## src/hw/rtl/vn_pkg.sv

```systemverilog
// ----------------------------------------------------------------------------
// vn_pkg
// Shared types and fixed constants of the vector normalizer: field widths,
// the length register reset value and the controller-to-datapath commands.
// ----------------------------------------------------------------------------
package vn_pkg;

  // fixed widths of the result fields and of the length register
  localparam int UNIT_W      = 16;
  localparam int MAG_OUT_W   = 19;
  localparam int LEN_REG_W   = 7;
  localparam int FRAC_SHIFT  = 14;

  localparam logic [LEN_REG_W-1:0] LEN_RESET = 7'd64;

  // commands from the controller to the datapath
  typedef struct packed {
    logic elem_wr;    // store element, latch its size
    logic sq_mul;     // square the latched size
    logic sq_acc;     // add the square to the running sum
    logic sum_clr;    // drop the partial sum
    logic root_init;  // load the sum into the root unit, clear the sum
    logic root_step;  // one root iteration
    logic mem_rd;     // read one stored element
    logic div_init;   // load dividend and divisor
    logic div_step;   // one quotient bit
  } vn_cmd_t;

endpackage

```

## src/hw/rtl/vn_datapath.sv

```systemverilog
// ----------------------------------------------------------------------------
// vn_datapath
// Element store, sum of squares, iterative square root (two radicand bits a
// step) and restoring divider (one quotient bit a step).
// ----------------------------------------------------------------------------
module vn_datapath
  import vn_pkg::*;
#(
  parameter int ELEMENT_WIDTH = 16,
  parameter int MAX_LENGTH    = 64,
  parameter int ADDR_W        = 6,
  parameter int SUM_W         = 37,
  parameter int MAG_W         = 19,
  parameter int QUO_W         = 15
) (
  input  logic                            clk_i,
  input  logic                            rst_ni,
  input  vn_cmd_t                         cmd_i,
  input  logic [ADDR_W-1:0]               wr_addr_i,
  input  logic [ADDR_W-1:0]               rd_addr_i,
  input  logic signed [ELEMENT_WIDTH-1:0] element_value_i,
  output logic signed [UNIT_W-1:0]        unit_value_o,
  output logic [MAG_OUT_W-1:0]            vector_magnitude_o,
  output logic                            zero_vector_o
);

  localparam int EW     = ELEMENT_WIDTH;
  localparam int PROD_W = 2 * EW;
  localparam int DV_W   = MAG_W + QUO_W;

  function automatic logic [EW-1:0] size_of(input logic [EW-1:0] x);
    return x[EW-1] ? (~x + 1'b1) : x;
  endfunction

  logic [EW-1:0]      mem_q [MAX_LENGTH];
  logic [EW-1:0]      rdata_q;
  logic [EW-1:0]      size_q;
  logic [PROD_W-1:0]  prod_q;
  logic [SUM_W-1:0]   sum_q;
  logic [SUM_W-1:0]   rad_q;
  logic [SUM_W-1:0]   root_q;
  logic [SUM_W-1:0]   bit_q;
  logic [SUM_W:0]     trial;
  logic [DV_W-1:0]    rem_q;
  logic [DV_W-1:0]    dsr_q;
  logic [QUO_W-1:0]   quo_q;
  logic               neg_q;
  logic [MAG_W-1:0]   mag;
  logic [UNIT_W-1:0]  quo_cut;

  // element store, one write and one registered read port
  always_ff @(posedge clk_i) begin
    if (cmd_i.elem_wr) begin
      mem_q[wr_addr_i] <= element_value_i;
    end
    if (cmd_i.mem_rd) begin
      rdata_q <= mem_q[rd_addr_i];
    end
  end

  // element size and its square
  always_ff @(posedge clk_i) begin
    if (cmd_i.elem_wr) begin
      size_q <= size_of(element_value_i);
    end
    if (cmd_i.sq_mul) begin
      prod_q <= PROD_W'(size_q) * PROD_W'(size_q);
    end
  end

  // running sum of squares
  always_ff @(posedge clk_i or negedge rst_ni) begin
    if (!rst_ni) begin
      sum_q <= '0;
    end else if (cmd_i.sum_clr || cmd_i.root_init) begin
      sum_q <= '0;
    end else if (cmd_i.sq_acc) begin
      sum_q <= sum_q + SUM_W'(prod_q);
    end
  end

  // square root, one result bit per step
  assign trial = {1'b0, root_q} + {1'b0, bit_q};

  always_ff @(posedge clk_i) begin
    if (cmd_i.root_init) begin
      rad_q  <= sum_q;
      root_q <= '0;
      bit_q  <= SUM_W'(1) << (2 * (MAG_W - 1));
    end else if (cmd_i.root_step) begin
      if ({1'b0, rad_q} >= trial) begin
        rad_q  <= rad_q - trial[SUM_W-1:0];
        root_q <= (root_q >> 1) + bit_q;
      end else begin
        root_q <= root_q >> 1;
      end
      bit_q <= bit_q >> 2;
    end
  end

  assign mag = root_q[MAG_W-1:0];

  // restoring divider, quotient bit per step, divisor walks right
  always_ff @(posedge clk_i) begin
    if (cmd_i.div_init) begin
      neg_q <= rdata_q[EW-1];
      rem_q <= DV_W'({size_of(rdata_q), {FRAC_SHIFT{1'b0}}});
      dsr_q <= DV_W'(mag) << (QUO_W - 1);
      quo_q <= '0;
    end else if (cmd_i.div_step) begin
      if (rem_q >= dsr_q) begin
        rem_q <= rem_q - dsr_q;
        quo_q <= {quo_q[QUO_W-2:0], 1'b1};
      end else begin
        quo_q <= {quo_q[QUO_W-2:0], 1'b0};
      end
      dsr_q <= dsr_q >> 1;
    end
  end

  // result word
  assign quo_cut            = UNIT_W'(quo_q);
  assign zero_vector_o      = (root_q == '0);
  assign vector_magnitude_o = MAG_OUT_W'(mag);
  assign unit_value_o       = zero_vector_o ? '0 :
                              (neg_q ? (~quo_cut + 1'b1) : quo_cut);

endmodule

```

## src/hw/rtl/vn_controller.sv

```systemverilog
// ----------------------------------------------------------------------------
// vn_controller
// Sequencer of the vector normalizer: element loading, root iterations and
// the per-element divide and emit loop. Holds the length register.
// ----------------------------------------------------------------------------
module vn_controller
  import vn_pkg::*;
#(
  parameter int MAX_LENGTH = 64,
  parameter int ADDR_W     = 6,
  parameter int CNT_W      = 7,
  parameter int MAG_W      = 19,
  parameter int QUO_W      = 15
) (
  input  logic                 clk_i,
  input  logic                 rst_ni,
  input  logic                 start,
  output logic                 busy,
  input  logic                 cfg_we_i,
  input  logic [LEN_REG_W-1:0] cfg_wdata_i,
  output vn_cmd_t              cmd_o,
  output logic [ADDR_W-1:0]    wr_addr_o,
  output logic [ADDR_W-1:0]    rd_addr_o,
  output logic                 strobe_o,
  output logic                 last_element_o
);

  localparam int STEP_MAX = (MAG_W > QUO_W) ? MAG_W : QUO_W;
  localparam int STEP_W   = $clog2(STEP_MAX + 1);

  localparam logic [3:0] S_IDLE      = 4'd0;
  localparam logic [3:0] S_MUL       = 4'd1;
  localparam logic [3:0] S_ACC       = 4'd2;
  localparam logic [3:0] S_ROOT_INIT = 4'd3;
  localparam logic [3:0] S_ROOT      = 4'd4;
  localparam logic [3:0] S_READ      = 4'd5;
  localparam logic [3:0] S_LOAD      = 4'd6;
  localparam logic [3:0] S_DIV       = 4'd7;
  localparam logic [3:0] S_EMIT      = 4'd8;

  logic [3:0]           state_q, state_d;
  logic [LEN_REG_W-1:0] len_q, len_d;
  logic [CNT_W-1:0]     loaded_q, loaded_d;
  logic [CNT_W-1:0]     idx_q, idx_d;
  logic [STEP_W-1:0]    step_q, step_d;
  logic [31:0]          len_ext;
  logic [CNT_W-1:0]     eff_len;
  logic [CNT_W:0]       loaded_nx;
  logic [CNT_W:0]       idx_nx;
  logic                 is_last;

  // effective length: zero acts as one, clamp at the store depth
  assign len_ext = 32'(len_q);
  assign eff_len = (len_q == '0) ? CNT_W'(1) :
                   (len_ext > MAX_LENGTH) ? CNT_W'(MAX_LENGTH) : CNT_W'(len_ext);

  assign loaded_nx = {1'b0, loaded_q} + 1'b1;
  assign idx_nx    = {1'b0, idx_q} + 1'b1;
  assign is_last   = (idx_nx == {1'b0, eff_len});

  assign wr_addr_o      = loaded_q[ADDR_W-1:0];
  assign rd_addr_o      = idx_q[ADDR_W-1:0];
  assign busy           = (state_q != S_IDLE);
  assign strobe_o       = (state_q == S_EMIT);
  assign last_element_o = strobe_o && is_last;

  // next state and commands
  always_comb begin
    state_d  = state_q;
    len_d    = len_q;
    loaded_d = loaded_q;
    idx_d    = idx_q;
    step_d   = step_q;
    cmd_o    = '0;

    if (cfg_we_i) begin
      len_d         = cfg_wdata_i;
      loaded_d      = '0;
      cmd_o.sum_clr = 1'b1;
    end

    case (state_q)
      S_IDLE: begin
        if (start) begin
          cmd_o.elem_wr = 1'b1;
          state_d       = S_MUL;
        end
      end
      S_MUL: begin
        cmd_o.sq_mul = 1'b1;
        state_d      = S_ACC;
      end
      S_ACC: begin
        cmd_o.sq_acc = 1'b1;
        if (loaded_nx >= {1'b0, eff_len}) begin
          loaded_d = '0;
          state_d  = S_ROOT_INIT;
        end else begin
          loaded_d = loaded_nx[CNT_W-1:0];
          state_d  = S_IDLE;
        end
      end
      S_ROOT_INIT: begin
        cmd_o.root_init = 1'b1;
        step_d          = '0;
        state_d         = S_ROOT;
      end
      S_ROOT: begin
        cmd_o.root_step = 1'b1;
        step_d          = step_q + 1'b1;
        if (step_q == STEP_W'(MAG_W - 1)) begin
          idx_d   = '0;
          state_d = S_READ;
        end
      end
      S_READ: begin
        cmd_o.mem_rd = 1'b1;
        state_d      = S_LOAD;
      end
      S_LOAD: begin
        cmd_o.div_init = 1'b1;
        step_d         = '0;
        state_d        = S_DIV;
      end
      S_DIV: begin
        cmd_o.div_step = 1'b1;
        step_d         = step_q + 1'b1;
        if (step_q == STEP_W'(QUO_W - 1)) begin
          state_d = S_EMIT;
        end
      end
      S_EMIT: begin
        if (is_last) begin
          idx_d   = '0;
          state_d = S_IDLE;
        end else begin
          idx_d   = idx_nx[CNT_W-1:0];
          state_d = S_READ;
        end
      end
      default: begin
        state_d = S_IDLE;
      end
    endcase
  end

  // control registers
  always_ff @(posedge clk_i or negedge rst_ni) begin
    if (!rst_ni) begin
      state_q  <= S_IDLE;
      len_q    <= LEN_RESET;
      loaded_q <= '0;
      idx_q    <= '0;
      step_q   <= '0;
    end else begin
      state_q  <= state_d;
      len_q    <= len_d;
      loaded_q <= loaded_d;
      idx_q    <= idx_d;
      step_q   <= step_d;
    end
  end

  // checks
  a_last_with_strobe : assert property (@(posedge clk_i) disable iff (!rst_ni)
    last_element_o |-> strobe_o)
    else $error("last mark without a result word");

  a_idle_after_last : assert property (@(posedge clk_i) disable iff (!rst_ni)
    last_element_o |=> !busy)
    else $error("still busy after the final word of a vector");

  a_partial_fits : assert property (@(posedge clk_i) disable iff (!rst_ni)
    !busy |-> (loaded_q < eff_len))
    else $error("partial vector count reached the vector length");

  a_accept_busy : assert property (@(posedge clk_i) disable iff (!rst_ni)
    (start && !busy) |=> busy)
    else $error("accepted word did not start work");

  a_emit_in_range : assert property (@(posedge clk_i) disable iff (!rst_ni)
    strobe_o |-> (idx_q < eff_len))
    else $error("emit index past vector length");

endmodule

```

## src/hw/rtl/vector_normalizer.sv

```systemverilog
// ----------------------------------------------------------------------------
// vector_normalizer
// Buffers signed fixed-point vector elements, takes the Euclidean length
// by integer square root of the sum of squares and emits each element
// divided by that length.
//
// channel   direction  handshake           payload
// -------   ---------  ------------------  --------------------------------
// element   in         start / busy        element_value_i
// result    out        strobe_o            unit_value_o, vector_magnitude_o,
//                                          zero_vector_o, last_element_o
// config    in         cfg_we_i            cfg_wdata_i (vector length)
//
// An element that does not complete its vector keeps busy high through the
// square state and then the accumulate state.
// The completing element then runs the root (one load, then the root
// iterations), then for each result word one store read, one divider load,
// the divide steps with one quotient bit per step, and one emit.
// Reset clears the control state and the sum; the element store is not
// cleared, only entries of the current vector are read.
// Result words are shown for one cycle each; the receiver cannot stall.
// ----------------------------------------------------------------------------
module vector_normalizer
  import vn_pkg::*;
#(
  parameter int MAX_LENGTH    = 64,
  parameter int ELEMENT_WIDTH = 16
) (
  input  logic                            clk_i,
  input  logic                            rst_ni,
  input  logic                            start,
  output logic                            busy,
  input  logic signed [ELEMENT_WIDTH-1:0] element_value_i,
  input  logic                            cfg_we_i,
  input  logic [LEN_REG_W-1:0]            cfg_wdata_i,
  output logic                            strobe_o,
  output logic signed [UNIT_W-1:0]        unit_value_o,
  output logic [MAG_OUT_W-1:0]            vector_magnitude_o,
  output logic                            zero_vector_o,
  output logic                            last_element_o
);

  localparam int ADDR_W     = (MAX_LENGTH > 1) ? $clog2(MAX_LENGTH) : 1;
  localparam int CNT_W      = $clog2(MAX_LENGTH + 1);
  localparam int SUM_FULL_W = 2 * ELEMENT_WIDTH - 1 + $clog2(MAX_LENGTH);
  localparam int SUM_W      = (SUM_FULL_W > 64) ? 64 : SUM_FULL_W;
  localparam int MAG_W      = (SUM_W + 1) / 2;
  // a wrapped sum no longer bounds the quotient, then all bits are needed
  localparam int QUO_W      = (SUM_FULL_W > 64) ? (ELEMENT_WIDTH + FRAC_SHIFT)
                                                : (FRAC_SHIFT + 1);

  vn_cmd_t           cmd;
  logic [ADDR_W-1:0] wr_addr;
  logic [ADDR_W-1:0] rd_addr;

  // sequencer
  vn_controller #(
    .MAX_LENGTH (MAX_LENGTH),
    .ADDR_W     (ADDR_W),
    .CNT_W      (CNT_W),
    .MAG_W      (MAG_W),
    .QUO_W      (QUO_W)
  ) u_ctrl (
    .clk_i          (clk_i),
    .rst_ni         (rst_ni),
    .start          (start),
    .busy           (busy),
    .cfg_we_i       (cfg_we_i),
    .cfg_wdata_i    (cfg_wdata_i),
    .cmd_o          (cmd),
    .wr_addr_o      (wr_addr),
    .rd_addr_o      (rd_addr),
    .strobe_o       (strobe_o),
    .last_element_o (last_element_o)
  );

  // arithmetic and element store
  vn_datapath #(
    .ELEMENT_WIDTH (ELEMENT_WIDTH),
    .MAX_LENGTH    (MAX_LENGTH),
    .ADDR_W        (ADDR_W),
    .SUM_W         (SUM_W),
    .MAG_W         (MAG_W),
    .QUO_W         (QUO_W)
  ) u_dp (
    .clk_i              (clk_i),
    .rst_ni             (rst_ni),
    .cmd_i              (cmd),
    .wr_addr_i          (wr_addr),
    .rd_addr_i          (rd_addr),
    .element_value_i    (element_value_i),
    .unit_value_o       (unit_value_o),
    .vector_magnitude_o (vector_magnitude_o),
    .zero_vector_o      (zero_vector_o)
  );

endmodule

```

## config.mk

```make
export PLATFORM = sky130hd
export DESIGN_NAME = vector_normalizer
export DESIGN_NICKNAME = d
export VERILOG_FILES = /design/src/hw/rtl/vn_pkg.sv /design/src/hw/rtl/vn_datapath.sv /design/src/hw/rtl/vn_controller.sv /design/src/hw/rtl/vector_normalizer.sv
export SDC_FILE = /design/constraint.sdc
export NUM_CORES = 2
export LEC_CHECK = 0
export BUFFER_PORTS_ARGS = -buffer_cell sky130_fd_sc_hd__buf_4
export CORE_MARGIN = 1
export CORE_UTILIZATION = 60
export CTS_CLUSTER_SIZE = 28
export DETAILED_ROUTE_END_ITERATION = 8
export PLACE_DENSITY = 0.86
export SETUP_SLACK_MARGIN = 0.15
export SYNTH_ARGS = -nofsm -noshare
export SYNTH_HDL_FRONTEND = slang
export SYNTH_HIERARCHICAL = 1
export SYNTH_SLANG_ARGS = --single-unit
```

## constraint.sdc

```tcl
create_clock -name clk_i -period 10.2 [get_ports clk_i]
set_clock_uncertainty 0.2 [all_clocks]
set_input_delay 0.51 -clock clk_i [delete_from_list [all_inputs] [get_ports clk_i]]
set_output_delay 0.51 -clock clk_i [all_outputs]
set_load 0.01 [all_outputs]
```

==> run_results.csv <==
group,metric,value,unit
sta,rsz0062_at_grt,"false",
logic_synthesis,netlist_area,0.0677,mm2
placed_design,detailedPlace.worstSlack,3100,ps
sta,hold_viol,0,
cts,tritoncts,"yes",
cts,cts_resized,0,
grt,grt_pass1_vias,43266,
worst_setup_path,cp-start-kind,"flop",
logic_synthesis,synthTopCellsByCount,"edfxtp_1 (1,160), nor2_1 (355), inv_1 (350), mux4_2 (336), nand2_1 (307)",
drt,drc,0,
worst_setup_path,r2r_start,"u_dp/root_q[0]$_SDFFE_PP0P_",
hold_path,hp-start,"element_value_i[0]",
run_status,status,"completed",
drt,routed_wl,186000,um
sta,worstMarginPinSlew,1310,ps
sta,fin_crit_sh,70.7,%
sta,maxClockFrequency,0.139,GHz
drt,ant_nets,0,
drt,vias,43322,
drt,drtPass1Iterations,9,
drt,drt_iter0_markers,5601,
logic_synthesis,syn_inst,4768,
logic_synthesis,syn_avg_cell_area,14.2,um2
logic_synthesis,yosysWarnings,6,
cts,cts_root_buf,"clkbuf_16",
die,coreArea,0.111,mm2
logic_synthesis,synth.most_common_cell,"edfxtp_1",
die,ioPinCount,66,
pwr,power_frac_comb,41.6,%
sta,finalSetupTns,0,ps
cts,post_cts_buffers,0,
worst_setup_path,r2r_slack,2990,ps
die,fp-row-count,122,
logic_synthesis,ys_top_cells_by_area,"edfxtp_1 (51%), mux4_2 (11%), fa_1 (4.8%), ha_1 (4.7%), dfxtp_1 (3.0%)",
die,die_w,338,um
pwr,leakage,26.7,nW
grt,grt_overflow,0,
pwr,p_per_area,280,mW/mm2
cts,h-tree-depth,4,
die,start_util,60.9,%
cts,cts_sinks,1330,
worst_setup_path,worstPathRequired,10370,ps
pwr,fin_total_pwr,20.9,mW
finish,finalNetCount,5280,
grt,grt_max_degree,138,
placed_design,io_buffers,65,
cts,numCtsBuffers,133,
pwr,p_int,13.1,mW
sta,maxSlewHeadroom,12.9,%
die,die_h,338,um
cts,clk_latency,790,ps
grt,grt_antenna_before_repair,16,
worst_setup_path,cp_max_fo,37,
logic_synthesis,synth_edf_count,1160,
pwr,p_clk_share,24.0,%
pwr,netSwitchingPower,7.79,mW
logic_synthesis,ys_ff_latch,1330,
worst_setup_path,endpoint_kind,"flop",
sta,period_minus_slack,7210,ps
pwr,ir_worst_vdd,0.266,mV
finish,drive_above_1_share,15.3,%
sta,setup_slack,2990,ps
cts,path_clk_slew,70,ps
pwr,p_sw_share,37.3,%
logic_synthesis,seq_area_frac_synth,57.0,%
sta,final-setup-viol-count,0,
logic_synthesis,ys_async_sr_fraction,5.04,%
cts,clockBufferDepth,3,
job,drv_cap,0,
worst_setup_path,critPathLaunch,"u_dp/root_q[0]$_SDFFE_PP0P_",
hold_path,hold_path.class,"primary input to flop",
drt,avgRoutedWirePerCell,28.9,um
logic_synthesis,yosysTopAreaCell,"edfxtp_1",
logic_synthesis,synth_top_area_share,51.4,%
placed_design,routabilityCongestion,0.924,
logic_synthesis,yosys_most_used_dff,"edfxtp_1",
worst_setup_path,arrival,7380,ps
drt,avgViaCountPerCell,6.73,
pwr,seqPwrFrac,34.4,%
worst_setup_path,critical_path_class,"flop to flop",
logic_synthesis,synth_fp_nets,5214,
placed_design,hpwl,111000,um
logic_synthesis,synth.distinct_cells,98,
die,die_area,0.114,mm2
finish,synthToLayoutAreaGrowth,9.81,%
grt,grtUsageTotal,33.1,%
grt,grt_pass1_wl,276000,um
sta,maxSlewViolCount,0,
==> layer usage <==
metal	vias to the layer above	share of wire, %	routed length (um)	GRT usage (%)
li1	18065	-	-	-
met1	21357	35	64400	41.2
met2	3126	48	88700	53.2
met3	758	11	21300	8.44
met4	16	6.2	11600	18.6
met5	-	0.061	113	0
==> final cells by class <==
type                       instances  area (um2)
antenna                            4        10.0
clock buffer                     176        3700
clock inverter                    67         696
fill                            7055       36900
inverter                         355        1330
multi-input combinational       2834       26800
sequential                      1330       38600
tap                             1488        1860
timing repair buffer             180        1430
==> critical path, cell delays in order (launching register included) <==
cell and delay [ps]:
dfxtp_1 410, ha_1 210, ha_1 190, a21o_1 150
a31oi_1 130, o311ai_0 790, a211oi_1 320, o31ai_1 400
nand3_1 210, a211oi_1 410, nand2_1 120, xor2_1 170
ha_1 390, and4_1 260, nand2_2 60, or4_4 510
nor4_2 220, o31a_2 160, a21oi_2 40, buf_4 210
a21o_1 520, o21ai_4 250, buf_4 460
==> final timing paths <==
kind                                                   to  cells past startpoint
setup / recovery                 u_dp/rad_q[10]$_DFFE_PP_                     22
hold / removal                u_dp/mem_q[26][0]$_DFFE_PP_                      1
setup reg to reg                 u_dp/rad_q[10]$_DFFE_PP_                     22
hold reg to reg               u_dp/rem_q[13]$_SDFFE_PP0P_                      2
max in group asynchronous     u_ctrl/idx_q[3]$_DFFE_PN0P_                      3
min in group asynchronous  u_ctrl/loaded_q[0]$_DFFE_PN0P_                      3
==> timing repair <==
action	in CTS	in global routing
endpoints found under the hold margin	186	0
hold buffers	20	0
endpoints found under the setup margin	0	0
==> per-stage QoR <==
stage               util, %  std cells  hold slack (ps)  area [um2]
floorplan                 -       4768             14.4       67700
global placement       62.7       6167              148       69800
detailed placement     62.7       6167              152       69800
CTS                    66.8       6430             10.1       74400
global route           66.8       6431             36.6       74400
finish                 66.8       6434             32.4       74400
==> registers in the layout, indices dropped and copies added (netlist names), 15 cells and up <==
signal	cells
u_dp/mem_q	1024
u_dp/rad_q	37
u_dp/root_q	37
u_dp/sum_q	37
u_dp/rem_q	34
u_dp/dsr_q	33
u_dp/prod_q	31
u_dp/bit_q	19
u_dp/rdata_q	16
u_dp/size_q	16
u_dp/quo_q	15
==> power by group through the flow <==
stage | Sequential [mW] | Clock [mW] | Combinational, mW
floorplan | 6.99 | 0 | 6.81
global placement | 7.23 | 0 | 8.18
detailed placement | 7.25 | 0 | 8.44
CTS | 7.15 | 5.04 | 8.57
global route | 7.21 | 5.22 | 9.67
finish | 7.17 | 5.01 | 8.69
==> cell usage in the layout (no fill, tap or decap), types with 12 or more instances in the layout <==
cell and instances:
edfxtp_1 1160, nor2_1 355, inv_1 349, mux4_2 336, nand2_1 307, ha_1 255
fa_1 164, buf_4 158, a21oi_1 146, clkbuf_16 140, o21ai_0 136, xnor2_1 135
dfxtp_1 103, mux2i_1 86, a21o_1 85, xor2_1 84, dfrtp_1 62, o31ai_1 58
nand3_1 55, nor3_1 52, and2_1 47, a211oi_1 43, a31oi_1 39, nand4_1 32
clkbuf_1 30, nor2b_1 29, or3_1 29, o21a_1 28, clkinv_1 26, o21bai_1 25
clkinv_2 22, nand2b_1 22, dlygate4sd3_1 20, and3_1 19, nor4_1 16, a311oi_1 15
o211ai_1 12, a21boi_0 12
==> kinds of logic (layout without fill, tap and decap cells) <==
family	count (synthesis)	count (layout)	synth area share, %
adders and majority gates	419	419	9.56
AOI/OAI and AO/OA	739	739	7.43
and+or+nand+nor	1023	1023	6.95
DFF	1330	1330	57.0
muxes	433	433	12.6
buffers and inverters	604	778	3.60
other	0	4	0
xor gates and xnor gates	220	220	2.87
(Power assumes the default switching activity.)
